**src/design/u8le_pkg.sv**
```systemverilog
// Shared types and constants for the UTF-8 line encoder.
package u8le_pkg;

  localparam int unsigned MaxBytes = 5;
  localparam int unsigned CntW     = 3;

  localparam logic [31:0] MaxCodePoint  = 32'h0010_FFFF;
  localparam logic [31:0] NoncharLow    = 32'h0000_FFFE;
  localparam logic [31:0] NoncharHigh   = 32'h0000_FFFF;
  localparam logic [31:0] Limit1Byte    = 32'h0000_007F;
  localparam logic [31:0] Limit2Byte    = 32'h0000_07FF;
  localparam logic [31:0] Limit3Byte    = 32'h0000_FFFF;
  localparam logic [20:0] ReplacementCp = 21'h00_FFFD;

  localparam logic [7:0] Lead2Byte   = 8'hC0;
  localparam logic [7:0] Lead3Byte   = 8'hE0;
  localparam logic [7:0] Lead4Byte   = 8'hF0;
  localparam logic [7:0] ContByte    = 8'h80;
  localparam logic [7:0] NewlineByte = 8'h0A;

  typedef logic [MaxBytes-1:0][7:0] byte_vec_t;

  // Result of the classify stage.
  typedef struct packed {
    logic [20:0]     cp;
    logic [CntW-1:0] n_chr;
    logic            line_end;
  } cls_t;

  // Result of the pack stage: bytes in emission order and their count.
  typedef struct packed {
    byte_vec_t       bytes;
    logic [CntW-1:0] count;
  } pack_t;

endpackage

```
**src/design/u8le_if.sv**
```systemverilog
// Valid/ready channel interfaces for code points in and bytes out.
interface u8le_in_if;
  logic        valid;
  logic        ready;
  logic [31:0] code_point;
  logic        has_char;
  logic        line_end;

  modport source (output valid, code_point, has_char, line_end, input ready);
  modport sink (input valid, code_point, has_char, line_end, output ready);
  modport monitor (input valid, ready, code_point, has_char, line_end);
endinterface

interface u8le_out_if;
  logic       valid;
  logic       ready;
  logic [7:0] out_byte;
  logic       last_byte;

  modport source (output valid, out_byte, last_byte, input ready);
  modport sink (input valid, out_byte, last_byte, output ready);
  modport monitor (input valid, ready, out_byte, last_byte);
endinterface

```
**src/design/utf8_line_encoder_unit.sv**
```systemverilog
// Top level of the UTF-8 line encoder.
//
// in_ch carries one code point per transaction, with has_char (encode the
// code point) and line_end (append a newline byte 0x0A). out_ch carries one
// byte per transaction; last_byte marks the final byte of each input item.
// Noncharacters U+FFFE, U+FFFF and values above 0x10FFFF come out as U+FFFD.
// An item with neither flag set produces no bytes.
//
// The path has three register stages: classify, pack and a serializer.
// The first byte of an item is valid on out_ch once the item has passed the
// classify and pack registers and been loaded into the serializer.
// The serializer sends one byte per cycle while out_ch.ready is high; an
// item has one to five bytes, the next item can load as the last byte is
// taken, and an empty item is dropped as it loads. While the serializer
// works, the two earlier stages keep taking items until they are full.
// Synchronous reset empties all stages; no bytes are valid after it.
// When out_ch stalls, the current byte holds and the stages fill up in
// turn, after which in_ch.ready drops; nothing is lost or repeated.
module utf8_line_encoder_unit (
  input  logic       clk,
  input  logic       rst_n,
  u8le_in_if.sink    in_ch,
  u8le_out_if.source out_ch
);

  logic            cls_valid, cls_ready;
  u8le_pkg::cls_t  cls;
  logic            pk_valid, pk_ready;
  u8le_pkg::pack_t pk;

  u8le_classify u_classify (
    .clk       (clk),
    .rst_n     (rst_n),
    .in_ch     (in_ch),
    .cls_valid (cls_valid),
    .cls       (cls),
    .cls_ready (cls_ready)
  );

  u8le_pack u_pack (
    .clk       (clk),
    .rst_n     (rst_n),
    .cls_valid (cls_valid),
    .cls       (cls),
    .cls_ready (cls_ready),
    .pk_valid  (pk_valid),
    .pk        (pk),
    .pk_ready  (pk_ready)
  );

  u8le_serial u_serial (
    .clk      (clk),
    .rst_n    (rst_n),
    .pk_valid (pk_valid),
    .pk       (pk),
    .pk_ready (pk_ready),
    .out_ch   (out_ch)
  );

endmodule

```
**src/design/u8le_classify.sv**
```systemverilog
// First stage: replaces invalid code points and sizes the encoding.
module u8le_classify (
  input  logic                clk,
  input  logic                rst_n,
  u8le_in_if.sink             in_ch,
  output logic                cls_valid,
  output u8le_pkg::cls_t      cls,
  input  logic                cls_ready
);

  logic           valid_r, valid_nxt;
  u8le_pkg::cls_t data_r, data_nxt;
  logic           take;
  logic           bad_cp;

  assign in_ch.ready = !valid_r || cls_ready;
  assign take        = in_ch.valid && in_ch.ready;

  always_comb begin
    bad_cp = (in_ch.code_point == u8le_pkg::NoncharLow) ||
             (in_ch.code_point == u8le_pkg::NoncharHigh) ||
             (in_ch.code_point > u8le_pkg::MaxCodePoint);
    data_nxt          = data_r;
    data_nxt.line_end = in_ch.line_end;
    data_nxt.cp       = bad_cp ? u8le_pkg::ReplacementCp : in_ch.code_point[20:0];
    if (!in_ch.has_char) begin
      data_nxt.n_chr = u8le_pkg::CntW'(0);
    end else if (bad_cp) begin
      data_nxt.n_chr = u8le_pkg::CntW'(3);
    end else if (in_ch.code_point <= u8le_pkg::Limit1Byte) begin
      data_nxt.n_chr = u8le_pkg::CntW'(1);
    end else if (in_ch.code_point <= u8le_pkg::Limit2Byte) begin
      data_nxt.n_chr = u8le_pkg::CntW'(2);
    end else if (in_ch.code_point <= u8le_pkg::Limit3Byte) begin
      data_nxt.n_chr = u8le_pkg::CntW'(3);
    end else begin
      data_nxt.n_chr = u8le_pkg::CntW'(4);
    end
    if (take) begin
      valid_nxt = 1'b1;
    end else if (cls_ready) begin
      valid_nxt = 1'b0;
    end else begin
      valid_nxt = valid_r;
    end
  end

  always_ff @(posedge clk) begin
    if (!rst_n) begin
      valid_r <= 1'b0;
    end else begin
      valid_r <= valid_nxt;
    end
  end

  always_ff @(posedge clk) begin
    if (take) begin
      data_r <= data_nxt;
    end
  end

  assign cls_valid = valid_r;
  assign cls       = data_r;

endmodule

```
**src/design/u8le_pack.sv**
```systemverilog
// Second stage: builds the byte sequence of one transaction.
module u8le_pack (
  input  logic                clk,
  input  logic                rst_n,
  input  logic                cls_valid,
  input  u8le_pkg::cls_t      cls,
  output logic                cls_ready,
  output logic                pk_valid,
  output u8le_pkg::pack_t     pk,
  input  logic                pk_ready
);

  logic            valid_r, valid_nxt;
  u8le_pkg::pack_t data_r, data_nxt;
  logic            take;

  assign cls_ready = !valid_r || pk_ready;
  assign take      = cls_valid && cls_ready;

  always_comb begin
    data_nxt.bytes = '0;
    case (cls.n_chr)
      u8le_pkg::CntW'(1): begin
        data_nxt.bytes[0] = {1'b0, cls.cp[6:0]};
      end
      u8le_pkg::CntW'(2): begin
        data_nxt.bytes[0] = u8le_pkg::Lead2Byte | {3'b000, cls.cp[10:6]};
        data_nxt.bytes[1] = u8le_pkg::ContByte | {2'b00, cls.cp[5:0]};
      end
      u8le_pkg::CntW'(3): begin
        data_nxt.bytes[0] = u8le_pkg::Lead3Byte | {4'b0000, cls.cp[15:12]};
        data_nxt.bytes[1] = u8le_pkg::ContByte | {2'b00, cls.cp[11:6]};
        data_nxt.bytes[2] = u8le_pkg::ContByte | {2'b00, cls.cp[5:0]};
      end
      u8le_pkg::CntW'(4): begin
        data_nxt.bytes[0] = u8le_pkg::Lead4Byte | {5'b00000, cls.cp[20:18]};
        data_nxt.bytes[1] = u8le_pkg::ContByte | {2'b00, cls.cp[17:12]};
        data_nxt.bytes[2] = u8le_pkg::ContByte | {2'b00, cls.cp[11:6]};
        data_nxt.bytes[3] = u8le_pkg::ContByte | {2'b00, cls.cp[5:0]};
      end
      default: begin
        data_nxt.bytes = '0;
      end
    endcase
    // The newline goes right after the character bytes.
    for (int i = 0; i < u8le_pkg::MaxBytes; i++) begin
      if (cls.line_end && (cls.n_chr == u8le_pkg::CntW'(i))) begin
        data_nxt.bytes[i] = u8le_pkg::NewlineByte;
      end
    end
    data_nxt.count = cls.n_chr + u8le_pkg::CntW'(cls.line_end);
    if (take) begin
      valid_nxt = 1'b1;
    end else if (pk_ready) begin
      valid_nxt = 1'b0;
    end else begin
      valid_nxt = valid_r;
    end
  end

  always_ff @(posedge clk) begin
    if (!rst_n) begin
      valid_r <= 1'b0;
    end else begin
      valid_r <= valid_nxt;
    end
  end

  always_ff @(posedge clk) begin
    if (take) begin
      data_r <= data_nxt;
    end
  end

  assign pk_valid = valid_r;
  assign pk       = data_r;

endmodule

```
**src/design/u8le_serial.sv**
```systemverilog
// Third stage: holds one byte sequence and sends it out one byte per cycle while out_ch is ready.
module u8le_serial (
  input  logic                      clk,
  input  logic                      rst_n,
  input  logic                      pk_valid,
  input  u8le_pkg::pack_t           pk,
  output logic                      pk_ready,
  u8le_out_if.source                out_ch
);

  logic                      busy_r, busy_nxt;
  u8le_pkg::byte_vec_t       bytes_r;
  logic [u8le_pkg::CntW-1:0] count_r;
  logic [u8le_pkg::CntW-1:0] idx_r, idx_nxt;
  logic                      at_last;
  logic                      done;
  logic                      take;

  assign at_last  = (idx_r == count_r - u8le_pkg::CntW'(1));
  assign done     = out_ch.valid && out_ch.ready && at_last;
  assign pk_ready = !busy_r || done;
  assign take     = pk_valid && pk_ready;

  assign out_ch.valid     = busy_r;
  assign out_ch.out_byte  = bytes_r[idx_r];
  assign out_ch.last_byte = at_last;

  always_comb begin
    busy_nxt = busy_r;
    idx_nxt  = idx_r;
    if (take) begin
      // A transaction that yields no byte is dropped here.
      busy_nxt = (pk.count != '0);
      idx_nxt  = '0;
    end else if (done) begin
      busy_nxt = 1'b0;
    end else if (out_ch.valid && out_ch.ready) begin
      idx_nxt = idx_r + u8le_pkg::CntW'(1);
    end
  end

  always_ff @(posedge clk) begin
    if (!rst_n) begin
      busy_r <= 1'b0;
      idx_r  <= '0;
    end else begin
      busy_r <= busy_nxt;
      idx_r  <= idx_nxt;
    end
  end

  always_ff @(posedge clk) begin
    if (take) begin
      bytes_r <= pk.bytes;
      count_r <= pk.count;
    end
  end

endmodule

```
**src/flat_wrapper.sv**
```systemverilog
// flat-port wrapper written by rule: the top's interface ports become plain ports
module utf8_line_encoder_unit_flat 
  (clk, rst_n, in_ch_valid, in_ch_code_point, in_ch_has_char, in_ch_line_end, in_ch_ready, out_ch_valid, out_ch_out_byte, out_ch_last_byte, out_ch_ready);
  u8le_in_if in_ch_i ();
  u8le_out_if out_ch_i ();
  input  logic clk;
  input  logic rst_n;
  input wire logic [$bits(in_ch_i.valid)-1:0] in_ch_valid;
  input wire logic [$bits(in_ch_i.code_point)-1:0] in_ch_code_point;
  input wire logic [$bits(in_ch_i.has_char)-1:0] in_ch_has_char;
  input wire logic [$bits(in_ch_i.line_end)-1:0] in_ch_line_end;
  output wire logic [$bits(in_ch_i.ready)-1:0] in_ch_ready;
  output wire logic [$bits(out_ch_i.valid)-1:0] out_ch_valid;
  output wire logic [$bits(out_ch_i.out_byte)-1:0] out_ch_out_byte;
  output wire logic [$bits(out_ch_i.last_byte)-1:0] out_ch_last_byte;
  input wire logic [$bits(out_ch_i.ready)-1:0] out_ch_ready;
  assign in_ch_i.valid = in_ch_valid;
  assign in_ch_i.code_point = in_ch_code_point;
  assign in_ch_i.has_char = in_ch_has_char;
  assign in_ch_i.line_end = in_ch_line_end;
  assign in_ch_ready = in_ch_i.ready;
  assign out_ch_valid = out_ch_i.valid;
  assign out_ch_out_byte = out_ch_i.out_byte;
  assign out_ch_last_byte = out_ch_i.last_byte;
  assign out_ch_i.ready = out_ch_ready;
  utf8_line_encoder_unit u_core (.clk(clk), .rst_n(rst_n), .in_ch(in_ch_i), .out_ch(out_ch_i));
endmodule
```
**config.mk**
```make
export PLATFORM = sky130hd
export DESIGN_NAME = utf8_line_encoder_unit_flat
export DESIGN_NICKNAME = d
export VERILOG_FILES = /design/src/design/u8le_pkg.sv /design/src/design/u8le_if.sv /design/src/design/utf8_line_encoder_unit.sv /design/src/design/u8le_classify.sv /design/src/design/u8le_pack.sv /design/src/design/u8le_serial.sv /design/src/flat_wrapper.sv
export SDC_FILE = /design/constraint.sdc
export NUM_CORES = 1
export LEC_CHECK = 0
export ABC_AREA = 1
export BUFFER_PORTS_ARGS = -buffer_cell sky130_fd_sc_hd__buf_2
export CAP_MARGIN = 30
export CORE_MARGIN = 5
export CORE_UTILIZATION = 45
export DETAILED_ROUTE_END_ITERATION = 8
export PLACE_DENSITY = 0.63
export SETUP_SLACK_MARGIN = 0.1
export SLEW_MARGIN = 20
export SYNTH_ARGS = -nofsm -noshare
export SYNTH_HDL_FRONTEND = slang
export SYNTH_SLANG_ARGS = --single-unit
export TNS_END_PERCENT = 5
```
**constraint.sdc**
```tcl
create_clock -name clk -period 2.6 [get_ports clk]
set_input_delay 0.39 -clock clk [delete_from_list [all_inputs] [get_ports clk]]
set_output_delay 0.39 -clock clk [all_outputs]
set_load 0.01 [all_outputs]
```
==> run metrics <==
outcome=finished clean; Die X=106 um; initial core utilization=45.7%; # IOs=49; detailed-route via count=2,631; YS warnings=0; Clock Sinks=97; critical path class=reg2out; drt first-iter violations=161; Synth area leaders=edfxtp_1 65%, nand2_1 6.4%, inv_1 5.3%; die area=11,300 um2; type of the tightest min-delay check=in2reg; clock input transition at the sequential cells of the worst setup and hold paths=0.09 ns; GP Congestion=0.937; GR Overflow Total=0; Mapped Area=4180 um2; largest net degree at the start of global routing=34; GRT Overall Usage=13.5%; Cells after Synth=381; number of enable flip-flop cells after synthesis=91; area grow syn2layout=13.2%; Netlist cell types=31; final period utilization=82.3%; Final min period=2.14 ns; initial antenna violation count=0; crit end category=output port; CTS Hold Buffers Added=0; DRT Pass-1 Iters=4; Row Count=35; number of remaining DRC errors=0; Die Ht=106 um; wire per inst=12.7 um; Min Hold Slack=0.222 ns; Layout fillers=792; highest clock rate=467 MHz; Placement Setup Slack=0.563 ns; syn_area_per_cell=11.0 um2; core area=9150 um2; Synth top area share=65.3%; crit start category=flip-flop; # setup viols final=0; number of global-route vias before repair=2,627; Routed Antenna Nets=0; layout cells sized above 1=17.2%; Finished Layout Cells=553; H-tree levels=3; max-slew violation count=0; n_diodes=0; root buf cell=clkbuf_8; I/O Buffers=48; Final Hold Vio Count=0; Setup WS post-layout=0.460 ns; post-synthesis sequential area ratio=68.2%; Rel. slew slack=62.2%; Post-CTS Resized=0; first-pass GRT wire length=12,200 um; drt via density=4.76; hpwl dp=5290 um; Leak=1.97 nW; Peak VDD IR=0.288 mV; worst path required time=2.21 ns; Max Cap Viol=0; synth cell count leaders=91 x edfxtp_1, 71 x nand2_1, 59 x inv_1, 48 x nor2_1, 21 x nand3_1; dpl cells=537; pwr dens=598 nW/um2; drt total wl=7050 um; setup TNS=0 ns; Inserted Clock Buffers=9; worst slew pin tran=0.566 ns; crit path max fanout=3; cell taking the most area after synthesis=edfxtp_1; most used flip-flop cell after synthesis=edfxtp_1; clock skew=0.0101 ns; # nets final=479; CTS tree=yes; Post-synth ARST share=0%; Net Count, Synth=423; CTS Buffer Depth=2; worst path arrival time=1.75 ns; Post-CTS Setup Inserts=0; top-count cell post-synth=edfxtp_1; RSZ-0062 raised after global routing=false; Yosys reg bits=97; Clock Latency Late Sink=0.34 ns; Final Total Pwr=0.00283 W
==> routing by layer <==
layer	GRT usage (%)	part of all wire, %	vias to the layer above
met1	18.6	48	1150
met4	5.57	1.8	0
met2	21.2	46	68
met3	2.43	4.0	12
li1	-	-	1401
met5	0	0	-
==> cells by family (layout without fill, tap and decap cells) <==
family	after synthesis	in the layout	share of synthesized area, %
buffers and inverters	70	131	6.67
AOI/OAI and AO/OA	50	50	7.39
adders and majority gates	4	4	1.20
DFF	97	97	68.2
xor gates and xnor gates	3	3	0.628
and+or+nand+nor	157	157	15.9
==> critical path, stage by stage (launching register included) <==
cell	delay (ns)
edfxtp_1	0.40
inv_1	0.09
ha_1	0.24
nand2_1	0.08
nand2_1	0.05
nor2_1	0.12
nand3_1	0.14
nand4_1	0.14
buf_2	0.15
==> power breakdown <==
part / internal (W) / switching, W
combinational: 0.0000663 / 0.000111
clock: 0.000358 / 0.000509
sequential: 0.00177 / 0.0000205
==> stage by stage <==
stage / instance area [um2] / util, %
2_1_floorplan: 4180 / -
3_3_place_gp: 4560 / 49.8
3_5_place_dp: 4560 / 49.8
4_1_cts: 4730 / 51.7
5_1_grt: 4730 / 51.7
6_report: 4730 / 51.7
==> layout by cell type (no fill, tap or decap), types with 2 or more instances in the layout <==
cell type / Yosys / routed
edfxtp_1: 91 / 91
nand2_1: 71 / 71
inv_1: 59 / 59
nor2_1: 48 / 48
buf_2: 4 / 48
nand3_1: 21 / 21
o21ai_0: 16 / 16
a21oi_1: 12 / 12
clkbuf_8: 0 / 9
o22ai_1: 6 / 6
buf_4: 1 / 6
dfxtp_1: 6 / 6
nor3_1: 5 / 5
o221ai_1: 5 / 5
or2_1: 5 / 5
o2111ai_1: 4 / 4
ha_1: 4 / 4
xor2_1: 3 / 3
inv_2: 2 / 2
nand4_1: 2 / 2
nor2_4: 2 / 2
o211ai_1: 2 / 2
inv_6: 0 / 2
==> final timing paths <==
| kind | start | end | slack (ns) | cells after the start |
|---|---|---|---|---|
| worst max-delay path | u_core.u_serial.count_r[0] | in_ch_ready | 0.46 | 8 |
| worst min-delay path | in_ch_line_end | u_core.u_classify.cls[0] | 0.22 | 1 |
| worst max register to register | u_core.u_serial.count_r[0] | u_core.u_serial.bytes_r[25] | 0.56 | 10 |
| worst min register to register | u_core.u_pack.pk[14] | u_core.u_serial.bytes_r[11] | 0.42 | 0 |
==> sequential cells by signal, summed over array words and instances, names as in the netlist <==
register,cells
u_core.u_serial.idx_r,3
u_core.u_serial.bytes_r,30
u_core.u_classify.cls_valid,1
u_core.u_serial.count_r,3
u_core.u_serial.out_ch.valid,1
u_core.u_pack.pk_valid,1
u_core.u_pack.pk,33
u_core.u_classify.cls,25
==> area by class of cell <==
cell class | instances | area [um2] | share of cell area (%)
clock buffers | 9 | 124 | 2.62
clock inverters | 7 | 53.8 | 1.14
inverters | 61 | 229 | 4.84
multi-input cells | 214 | 1050 | 22.2
flip-flops and latches | 97 | 2850 | 60.3
well taps | 111 | 139 | 2.93
repair buffers | 54 | 285 | 6.03
(Power assumes the default switching activity.)
